===== config.mk =====
export PLATFORM = sky130hd
export DESIGN_NAME = i2c_master_byte_engine_top
export DESIGN_NICKNAME = d
export VERILOG_FILES = /design/src/hdl/ibe_pkg.sv /design/src/hdl/i2c_master_byte_engine_top.sv /design/src/hdl/ibe_fifo.sv /design/src/hdl/ibe_front.sv /design/src/hdl/ibe_back.sv
export SDC_FILE = /design/constraint.sdc
export NUM_CORES = 1
export LEC_CHECK = 0
export CAP_MARGIN = 20
export CORE_ASPECT_RATIO = 1.4
export CORE_UTILIZATION = 40
export CTS_CLUSTER_SIZE = 10
export DETAILED_ROUTE_END_ITERATION = 10
export DONT_BUFFER_PORTS = 1
export GPL_TIMING_DRIVEN = 0
export SLEW_MARGIN = 0
export SYNTH_ARGS = -nofsm -noshare
export SYNTH_HDL_FRONTEND = slang
export SYNTH_HIERARCHICAL = 1
export SYNTH_SLANG_ARGS = --single-unit

===== constraint.sdc =====
create_clock -name clk -period 9.3 [get_ports clk]
set_clock_uncertainty 0.05 [all_clocks]
set_input_delay 1.86 -clock clk [delete_from_list [all_inputs] [get_ports clk]]
set_output_delay 1.86 -clock clk [all_outputs]
set_load 0.005 [all_outputs]

===== src/hdl/ibe_pkg.sv =====
// shared constants and item types for the i2c master byte engine
`default_nettype none
package ibe_pkg;

	localparam int OP_W = 3;
	localparam int HALF_W = 16;
	localparam int BYTE_W = 8;

	localparam logic [OP_W-1:0] OP_TICK  = 3'd0;
	localparam logic [OP_W-1:0] OP_START = 3'd1;
	localparam logic [OP_W-1:0] OP_STOP  = 3'd2;
	localparam logic [OP_W-1:0] OP_WRITE = 3'd3;
	localparam logic [OP_W-1:0] OP_READ  = 3'd4;

	localparam logic [HALF_W-1:0] HALF_PERIOD_RESET = 16'd50;
	localparam int QUEUE_DEPTH = 2;

	// classified tick as it waits for the engine
	typedef struct packed {
		logic              is_cmd;
		logic [OP_W-1:0]   cmd;
		logic [BYTE_W-1:0] tx_byte;
		logic              ack_to_send;
		logic              sda_in;
	} front_item_t;

	// one result item per tick
	typedef struct packed {
		logic              scl_level;
		logic              sda_level;
		logic              sda_drive;
		logic              busy_res;
		logic              done_res;
		logic [BYTE_W-1:0] rx_byte;
		logic              ack_received;
	} result_t;

endpackage
`default_nettype wire


===== src/hdl/i2c_master_byte_engine_top.sv =====
// top level of the i2c master byte engine
`default_nettype none
// I2C master pin engine. Every input item is one timing tick carrying the
// sampled SDA level and, while the engine is idle, an optional command
// (start, stop, write byte, read byte); every tick yields exactly one result
// item with the SCL/SDA levels, SDA direction, busy/done flags, the last
// received byte and the last write ACK. Each bus phase lasts
// half_period_ticks ticks (0 acts as 1). Ticks are accepted one per clock
// while the front queue has room: the front end classifies and queues them,
// the phase engine retires one queued tick per cycle, while the result queue
// has room, into that queue as its result item, so throughput is one item
// per clock while the consumer keeps popping. full rises only when the
// consumer stops popping and both queues fill up.
// The config channel is always ready; write it only while no ticks are in
// flight.
module i2c_master_byte_engine_top #(
	parameter int QUEUE_DEPTH = ibe_pkg::QUEUE_DEPTH
) (
	input  wire logic        clk,
	input  wire logic        arst_n,
	// tick input
	input  wire logic        push,
	output logic             full,
	input  wire logic [2:0]  op,
	input  wire logic [7:0]  tx_byte,
	input  wire logic        ack_to_send,
	input  wire logic        sda_in,
	// result output
	input  wire logic        pop,
	output logic             empty,
	output logic             scl_level,
	output logic             sda_level,
	output logic             sda_drive,
	output logic             busy_res,
	output logic             done_res,
	output logic [7:0]       rx_byte,
	output logic             ack_received,
	// half period register write
	input  wire logic        cfg_valid,
	output logic             cfg_ready,
	input  wire logic [15:0] cfg_data
);
	import ibe_pkg::*;

	logic [HALF_W-1:0] half_q;
	logic              item_valid;
	logic              item_take;
	front_item_t       item;
	result_t           result;

	// half period register, always writable
	assign cfg_ready = 1'b1;

	always_ff @(posedge clk or negedge arst_n) begin
		if (!arst_n) begin
			half_q <= HALF_PERIOD_RESET;
		end else if (cfg_valid && cfg_ready) begin
			half_q <= cfg_data;
		end
	end

	// front: classify and queue ticks
	ibe_front #(
		.QUEUE_DEPTH(QUEUE_DEPTH)
	) u_front (
		.clk(clk),
		.arst_n(arst_n),
		.push(push),
		.full(full),
		.op(op),
		.tx_byte(tx_byte),
		.ack_to_send(ack_to_send),
		.sda_in(sda_in),
		.item_valid(item_valid),
		.item(item),
		.item_take(item_take)
	);

	// back: phase engine and result queue
	ibe_back #(
		.QUEUE_DEPTH(QUEUE_DEPTH)
	) u_back (
		.clk(clk),
		.arst_n(arst_n),
		.half_period(half_q),
		.item_valid(item_valid),
		.item(item),
		.item_take(item_take),
		.pop(pop),
		.empty(empty),
		.result(result)
	);

	// result fields out to the ports
	assign scl_level = result.scl_level;
	assign sda_level = result.sda_level;
	assign sda_drive = result.sda_drive;
	assign busy_res = result.busy_res;
	assign done_res = result.done_res;
	assign rx_byte = result.rx_byte;
	assign ack_received = result.ack_received;

endmodule
`default_nettype wire


===== src/hdl/ibe_fifo.sv =====
// small flop-based fifo with simultaneous push and pop
`default_nettype none
module ibe_fifo #(
	parameter int WIDTH = 8,
	parameter int DEPTH = 2
) (
	input  wire logic             clk,
	input  wire logic             arst_n,
	input  wire logic             push,
	input  wire logic [WIDTH-1:0] wr_data,
	output logic                  full,
	input  wire logic             pop,
	output logic                  empty,
	output logic      [WIDTH-1:0] rd_data
);
	localparam int PW = (DEPTH > 1) ? $clog2(DEPTH) : 1;
	localparam int CW = $clog2(DEPTH + 1);
	localparam logic [PW-1:0] LAST = PW'(DEPTH - 1);
	localparam logic [CW-1:0] FULL_CNT = CW'(DEPTH);

	logic [WIDTH-1:0] mem_q [DEPTH];
	logic [PW-1:0] wr_ptr_q, rd_ptr_q;
	logic [CW-1:0] count_q;
	logic do_push, do_pop;

	assign full = (count_q == FULL_CNT);
	assign empty = (count_q == '0);
	assign do_push = push && !full;
	assign do_pop = pop && !empty;
	assign rd_data = mem_q[rd_ptr_q];

	always_ff @(posedge clk or negedge arst_n) begin
		if (!arst_n) begin
			wr_ptr_q <= '0;
			rd_ptr_q <= '0;
			count_q <= '0;
		end else begin
			if (do_push) begin
				wr_ptr_q <= (wr_ptr_q == LAST) ? '0 : wr_ptr_q + PW'(1);
			end
			if (do_pop) begin
				rd_ptr_q <= (rd_ptr_q == LAST) ? '0 : rd_ptr_q + PW'(1);
			end
			if (do_push && !do_pop) begin
				count_q <= count_q + CW'(1);
			end else if (do_pop && !do_push) begin
				count_q <= count_q - CW'(1);
			end
		end
	end

	always_ff @(posedge clk) begin
		if (do_push) begin
			mem_q[wr_ptr_q] <= wr_data;
		end
	end

endmodule
`default_nettype wire


===== src/hdl/ibe_front.sv =====
// front end: takes ticks, classifies the op and queues them for the engine
`default_nettype none
module ibe_front #(
	parameter int QUEUE_DEPTH = ibe_pkg::QUEUE_DEPTH
) (
	input  wire logic                      clk,
	input  wire logic                      arst_n,
	input  wire logic                      push,
	output logic                           full,
	input  wire logic [ibe_pkg::OP_W-1:0]  op,
	input  wire logic [ibe_pkg::BYTE_W-1:0] tx_byte,
	input  wire logic                      ack_to_send,
	input  wire logic                      sda_in,
	output logic                           item_valid,
	output ibe_pkg::front_item_t           item,
	input  wire logic                      item_take
);
	import ibe_pkg::*;

	front_item_t cls;
	logic q_empty;

	always_comb begin
		cls.is_cmd = 1'b0;
		cls.cmd = OP_TICK;
		cls.tx_byte = tx_byte;
		cls.ack_to_send = ack_to_send;
		cls.sda_in = sda_in;
		case (op) inside
			[OP_START:OP_READ]: begin
				cls.is_cmd = 1'b1;
				cls.cmd = op;
			end
			default: begin
				// tick only and undefined codes
				cls.is_cmd = 1'b0;
			end
		endcase
	end

	ibe_fifo #(
		.WIDTH($bits(front_item_t)),
		.DEPTH(QUEUE_DEPTH)
	) u_queue (
		.clk(clk),
		.arst_n(arst_n),
		.push(push),
		.wr_data(cls),
		.full(full),
		.pop(item_take),
		.empty(q_empty),
		.rd_data(item)
	);

	assign item_valid = !q_empty;

endmodule
`default_nettype wire


===== src/hdl/ibe_back.sv =====
// back end: bus phase engine, one tick per cycle while its result queue has room
`default_nettype none
module ibe_back #(
	parameter int QUEUE_DEPTH = ibe_pkg::QUEUE_DEPTH
) (
	input  wire logic                        clk,
	input  wire logic                        arst_n,
	input  wire logic [ibe_pkg::HALF_W-1:0]  half_period,
	input  wire logic                        item_valid,
	input  wire ibe_pkg::front_item_t        item,
	output logic                             item_take,
	input  wire logic                        pop,
	output logic                             empty,
	output ibe_pkg::result_t                 result
);
	import ibe_pkg::*;

	localparam logic [3:0] PH_IDLE    = 4'd0;
	localparam logic [3:0] PH_START_A = 4'd1;
	localparam logic [3:0] PH_START_B = 4'd2;
	localparam logic [3:0] PH_START_C = 4'd3;
	localparam logic [3:0] PH_START_D = 4'd4;
	localparam logic [3:0] PH_STOP_A  = 4'd5;
	localparam logic [3:0] PH_STOP_B  = 4'd6;
	localparam logic [3:0] PH_STOP_C  = 4'd7;
	localparam logic [3:0] PH_WBIT_HI = 4'd8;
	localparam logic [3:0] PH_WBIT_LO = 4'd9;
	localparam logic [3:0] PH_RBIT_HI = 4'd10;
	localparam logic [3:0] PH_RBIT_LO = 4'd11;
	localparam logic [3:0] PH_ABIT_HI = 4'd12;
	localparam logic [3:0] PH_ABIT_LO = 4'd13;

	logic [3:0]        phase_q, phase_d;
	logic [OP_W-1:0]   cmd_q, cmd_d;
	logic [HALF_W-1:0] tick_q, tick_d;
	logic [3:0]        bit_q, bit_d;
	logic [BYTE_W-1:0] shift_q, shift_d;
	logic              ackh_q, ackh_d;
	logic              scl_q, scl_d, sda_q, sda_d, drv_q, drv_d;
	logic [BYTE_W-1:0] rx_q, rx_d;
	logic              acks_q, acks_d;
	logic              done;
	logic [HALF_W-1:0] half_eff;
	logic              outq_full;
	result_t           res;

	assign half_eff = (half_period == '0) ? HALF_W'(1) : half_period;
	assign item_take = item_valid && !outq_full;

	always_comb begin
		phase_d = phase_q;
		cmd_d = cmd_q;
		tick_d = tick_q;
		bit_d = bit_q;
		shift_d = shift_q;
		ackh_d = ackh_q;
		scl_d = scl_q;
		sda_d = sda_q;
		drv_d = drv_q;
		rx_d = rx_q;
		acks_d = acks_q;
		done = 1'b0;

		// command load on an idle tick
		if (phase_q == PH_IDLE && item.is_cmd) begin
			cmd_d = item.cmd;
			tick_d = '0;
			bit_d = '0;
			shift_d = (item.cmd == OP_WRITE) ? item.tx_byte : '0;
			ackh_d = item.ack_to_send;
			case (item.cmd)
				OP_START: phase_d = PH_START_A;
				OP_STOP:  phase_d = PH_STOP_A;
				OP_WRITE: phase_d = PH_WBIT_HI;
				default:  phase_d = PH_RBIT_HI;
			endcase
		end

		if (phase_d != PH_IDLE) begin
			// pins of the current phase
			case (phase_d)
				PH_START_A, PH_START_B: {scl_d, sda_d, drv_d} = 3'b111;
				PH_START_C: {scl_d, sda_d, drv_d} = 3'b101;
				PH_START_D: {scl_d, sda_d, drv_d} = 3'b001;
				PH_STOP_A, PH_STOP_B: {scl_d, sda_d, drv_d} = 3'b101;
				PH_STOP_C: {scl_d, sda_d, drv_d} = 3'b111;
				PH_WBIT_HI: {scl_d, sda_d, drv_d} = {1'b1, shift_d[BYTE_W-1], 1'b1};
				PH_WBIT_LO: {scl_d, sda_d, drv_d} = {1'b0, shift_d[BYTE_W-1], 1'b1};
				PH_RBIT_HI: {scl_d, sda_d, drv_d} = 3'b110;
				PH_RBIT_LO: {scl_d, sda_d, drv_d} = 3'b010;
				PH_ABIT_HI: {scl_d, sda_d, drv_d} = {1'b1, ackh_d, 1'b1};
				PH_ABIT_LO: {scl_d, sda_d, drv_d} = {1'b0, ackh_d, 1'b1};
				default: ;
			endcase

			tick_d = tick_d + HALF_W'(1);
			if (tick_d >= half_eff) begin
				tick_d = '0;
				case (phase_d)
					PH_START_A: phase_d = PH_START_B;
					PH_START_B: phase_d = PH_START_C;
					PH_START_C: phase_d = PH_START_D;
					PH_STOP_A:  phase_d = PH_STOP_B;
					PH_STOP_B:  phase_d = PH_STOP_C;
					PH_WBIT_HI: phase_d = PH_WBIT_LO;
					PH_WBIT_LO: begin
						shift_d = {shift_d[BYTE_W-2:0], 1'b0};
						bit_d = bit_d + 4'd1;
						phase_d = (bit_d >= 4'd8) ? PH_RBIT_HI : PH_WBIT_HI;
					end
					PH_RBIT_HI: begin
						if (cmd_d == OP_WRITE) begin
							acks_d = item.sda_in;
						end else begin
							shift_d = {shift_d[BYTE_W-2:0], item.sda_in};
						end
						phase_d = PH_RBIT_LO;
					end
					PH_RBIT_LO: begin
						if (cmd_d == OP_WRITE) begin
							phase_d = PH_IDLE;
							done = 1'b1;
						end else begin
							bit_d = bit_d + 4'd1;
							if (bit_d >= 4'd8) begin
								rx_d = shift_d;
								phase_d = PH_ABIT_HI;
							end else begin
								phase_d = PH_RBIT_HI;
							end
						end
					end
					PH_ABIT_HI: phase_d = PH_ABIT_LO;
					default: begin
						// last phase of start, stop and read
						phase_d = PH_IDLE;
						done = 1'b1;
					end
				endcase
			end
		end

		res.scl_level = scl_d;
		res.sda_level = drv_d ? sda_d : 1'b1;
		res.sda_drive = drv_d;
		res.busy_res = (phase_d != PH_IDLE);
		res.done_res = done;
		res.rx_byte = rx_d;
		res.ack_received = acks_d;
	end

	always_ff @(posedge clk or negedge arst_n) begin
		if (!arst_n) begin
			phase_q <= PH_IDLE;
			cmd_q <= OP_TICK;
			tick_q <= '0;
			bit_q <= '0;
			shift_q <= '0;
			ackh_q <= 1'b0;
			scl_q <= 1'b1;
			sda_q <= 1'b1;
			drv_q <= 1'b1;
			rx_q <= '0;
			acks_q <= 1'b0;
		end else if (item_take) begin
			phase_q <= phase_d;
			cmd_q <= cmd_d;
			tick_q <= tick_d;
			bit_q <= bit_d;
			shift_q <= shift_d;
			ackh_q <= ackh_d;
			scl_q <= scl_d;
			sda_q <= sda_d;
			drv_q <= drv_d;
			rx_q <= rx_d;
			acks_q <= acks_d;
		end
	end

	ibe_fifo #(
		.WIDTH($bits(result_t)),
		.DEPTH(QUEUE_DEPTH)
	) u_outq (
		.clk(clk),
		.arst_n(arst_n),
		.push(item_take),
		.wr_data(res),
		.full(outq_full),
		.pop(pop),
		.empty(empty),
		.rd_data(result)
	);

endmodule
`default_nettype wire


==> out/qor.csv <==
metric,value,unit
hold_viol_final,0,
routed_wl,15.51,mm
required,9.37,ns
worst-path-max-fanout,10,
p_sw,997.3,uW
relSlewSlack,0.3193,
synthAdderAreaFrac,0.03609,
grt_max_degree,73,
synth-compound-area-share,0.1206,
design_area,7870,um2
place.gp.congestion,0.8851,
final_max_slew_viol_count,0,
period_share,0.7478,
maxCapViolations,0,
synth_nets,662,
diodes,0,
r2r_start,u_front/u_queue/rd_ptr_q,
hold_buffers,0,
synth_top_family_by_area,simple AND/OR/NAND/NOR gates,
fin_hold_ws,0.4349,ns
num_rows,56,
drc,0,
fmax,0.1438,GHz
dr.pass1.iters,5,
ant_nets,0,
p_leak,3.290,nW
cts.sinks,128,
post_cts_buffers,0,
grt_pass1_vias,4866,
antenna_found_initial,0,
grt_pass1_wl,25.79,mm
power_density,333.7,nW/um2
yosysUniqueCellTypes,70,
overflow,0,
synth_top_area_share,0.2426,
numCtsBuffers,17,
routedWlPerCell,17.75,um
vias,4734,
worstSetupPathType,register to register,
setup_viol,0,
cts-root-buf,clkbuf_16,
switching_share,0.3797,
area_growth,13.52,%
layout_min_cycle_time,6.955,ns
nets,683,
post_cts_resized,0,
r2r-end,u_back/u_outq/mem_q[0][10],
endpoint,u_back/u_outq/mem_q[0][10],
reg2reg_slack,2.35,ns
io_buffer_count,0,
drt-initial-drc-count,241,
die_w,113.3,um
critPathLaunchType,register,
vias_per_cell,5.416,
htree_levels,4,
rr_worst_depth,23,
p_int,1.629,mW
postLayoutCoreUtil,0.4661,
power.share.clock,0.270,
comb_power_share,0.403,
syn_area,6933,um2
synth.area.top_cells,"edfxtp_1 24%, dfrtp_1 24%, mux2_2 6.2%",
synth-async-reset-ratio,0.5625,
setup-tns-final,0,ns
tightest_slew,1.013,ns
dieArea,17870,um2
endpoint_kind,register,
start_util,0.4106,
placedInstanceArea,7238,um2
p_seq_frac,0.327,
min_path_type,register to register,
startpoint,u_front/u_queue/rd_ptr_q,
rsz0062_at_grt,false,
fillers,1569,
drive_above_1_share,0.2196,
io_pins,51,
post-dp-hpwl,11.45,mm
avgSynthCellArea,11.40,um2
core_area,16890,um2
peakVddDrop,0.1223,mV
clk_pin_slew,0.06,ns
yosys.area_share.simple,0.1364,
grtUsageTotal,0.1885,
ys.flop_type,dfrtp_1,
cp.arrival,7.03,ns
synth_edf_count,56,
outcome,finished clean,
syn_inst,608,
cts_tree,done,
die_y,157.8,um
ys.warnings.count,6,
synth_xor_area_frac,0.03285,
yosys.area.top_type,edfxtp_1,
clock_latency,0.42,ns
ys_seq_area_frac,0.5035,
synth_seq_cells,128,
muxShareOfSynthArea,0.1240,
cts_buffer_depth,2,
[worst max-delay path, stage by stage, from the launching register on]
cell and delay [ns]:
dfrtp_1 0.34, buf_6 0.13, mux2_2 0.42, nor3b_2 0.23, nand2_1 0.19, clkbuf_1 0.50, clkbuf_1 0.47, and2_1 0.26
ha_1 0.20, nand3_1 0.14, a211oi_1 0.66, nand3_1 0.18, xor2_1 0.23, nor2_1 0.07, ha_1 0.35, a21oi_1 0.15
nand2_1 0.07, a211oi_1 0.39, a21oi_1 0.34, or2_2 0.38, buf_2 0.19, buf_6 0.17, a22oi_1 0.32, nand4_1 0.19
[synthesized netlist by cell type, types with 6 or more instances]
| master | count |
|---|---|
| nand2_1 | 65 |
| ha_1 | 20 |
| xor2_1 | 14 |
| nor3_1 | 9 |
| nor2_1 | 38 |
| nand3_1 | 24 |
| a31oi_1 | 7 |
| and3_1 | 6 |
| a22oi_1 | 11 |
| dfstp_2 | 6 |
| dfrtp_1 | 66 |
| inv_1 | 28 |
| mux2_4 | 28 |
| clkbuf_1 | 12 |
| edfxtp_1 | 56 |
| buf_2 | 6 |
| o21ai_0 | 24 |
| o22ai_1 | 9 |
| a21oi_1 | 25 |
| xnor2_1 | 12 |
| a22o_1 | 7 |
| mux2_2 | 38 |
[logic make-up after synthesis]
family                   count (synthesis)
other                                    1
AO/OA/AOI/OAI                          123
multiplexers                            67
XOR/XNOR                                26
flip-flops                             128
buffers and inverters                   58
adder cells (fa/ha/maj)                 20
AND/OR/NAND/NOR                        185
[state kept, by name, summed over array words and instances, names as in the netlist, 4 cells and up]
signal                 count
u_back/shift_q             8
u_back/phase_q             4
half_q                    16
u_front/u_queue/mem_q     28
u_back/bit_q               4
u_back/u_outq/mem_q       28
u_back/rx_q                8
u_back/tick_q             16
[how the worst min path moves through the flow]
stage / end / slack [ns] / start / cells past startpoint
2_1_floorplan: u_back/drv_q / 0.41 / u_back/drv_q / 2
3_3_place_gp: u_back/drv_q / 0.41 / u_back/drv_q / 2
3_5_place_dp: u_back/drv_q / 0.43 / u_back/drv_q / 2
4_1_cts: u_back/drv_q / 0.44 / u_back/drv_q / 2
5_1_grt: u_back/drv_q / 0.45 / u_back/drv_q / 2
6_report: u_back/drv_q / 0.43 / u_back/drv_q / 2
[per-stage QoR]
step / instances / worst slack, ns / power (mW)
2_1_floorplan: 608 / 4.050 / 1.658
3_3_place_gp: 840 / 2.378 / 1.899
3_5_place_dp: 842 / 2.408 / 1.925
4_1_cts: 874 / 2.362 / 2.648
5_1_grt: 874 / 1.930 / 2.795
6_report: 874 / 2.345 / 2.627
[layer usage]
metal	track usage	up-vias	wire, um	part of all wire
met3	0.03560	28	602	0.039
li1	-	2260	-	-
met4	0.07707	0	351	0.023
met2	0.3398	116	8141	0.52
met5	0	-	0	0
met1	0.2194	2330	6414	0.41
[cell usage in the layout, fill, tap and decap left out, types with 17 or more instances in the layout]
cell type and instances:
a21oi_1 25, clkbuf_16 17, dfrtp_1 66, edfxtp_1 56
ha_1 20, inv_1 28, mux2_2 38, mux2_4 28
nand2_1 65, nand3_1 24, nor2_1 38, o21ai_0 24
[power by group through the flow]
| stage | combinational, mW | clock, mW | sequential [mW] |
|---|---|---|---|
| global placement | 1.04 | 0 | 0.861 |
| finish | 1.06 | 0.709 | 0.858 |
| detailed placement | 1.06 | 0 | 0.868 |
| CTS | 1.06 | 0.727 | 0.858 |
| global route | 1.17 | 0.751 | 0.875 |
| floorplan | 0.812 | 0 | 0.846 |
[final cells by class]
type / count / area, um2 / share of cell area
Buffer: 30 / 214.0 / 0.02719
Clock buffer: 18 / 439.2 / 0.05580
Clock inverter: 14 / 192.7 / 0.02448
Inverter: 28 / 105.1 / 0.01335
Multi-Input combinational cell: 422 / 3123 / 0.3968
Sequential cell: 128 / 3491 / 0.4436
Tap cell: 232 / 290.3 / 0.03688
Timing Repair Buffer: 2 / 15.01 / 0.001908
Power figures use the tool's default switching activity.
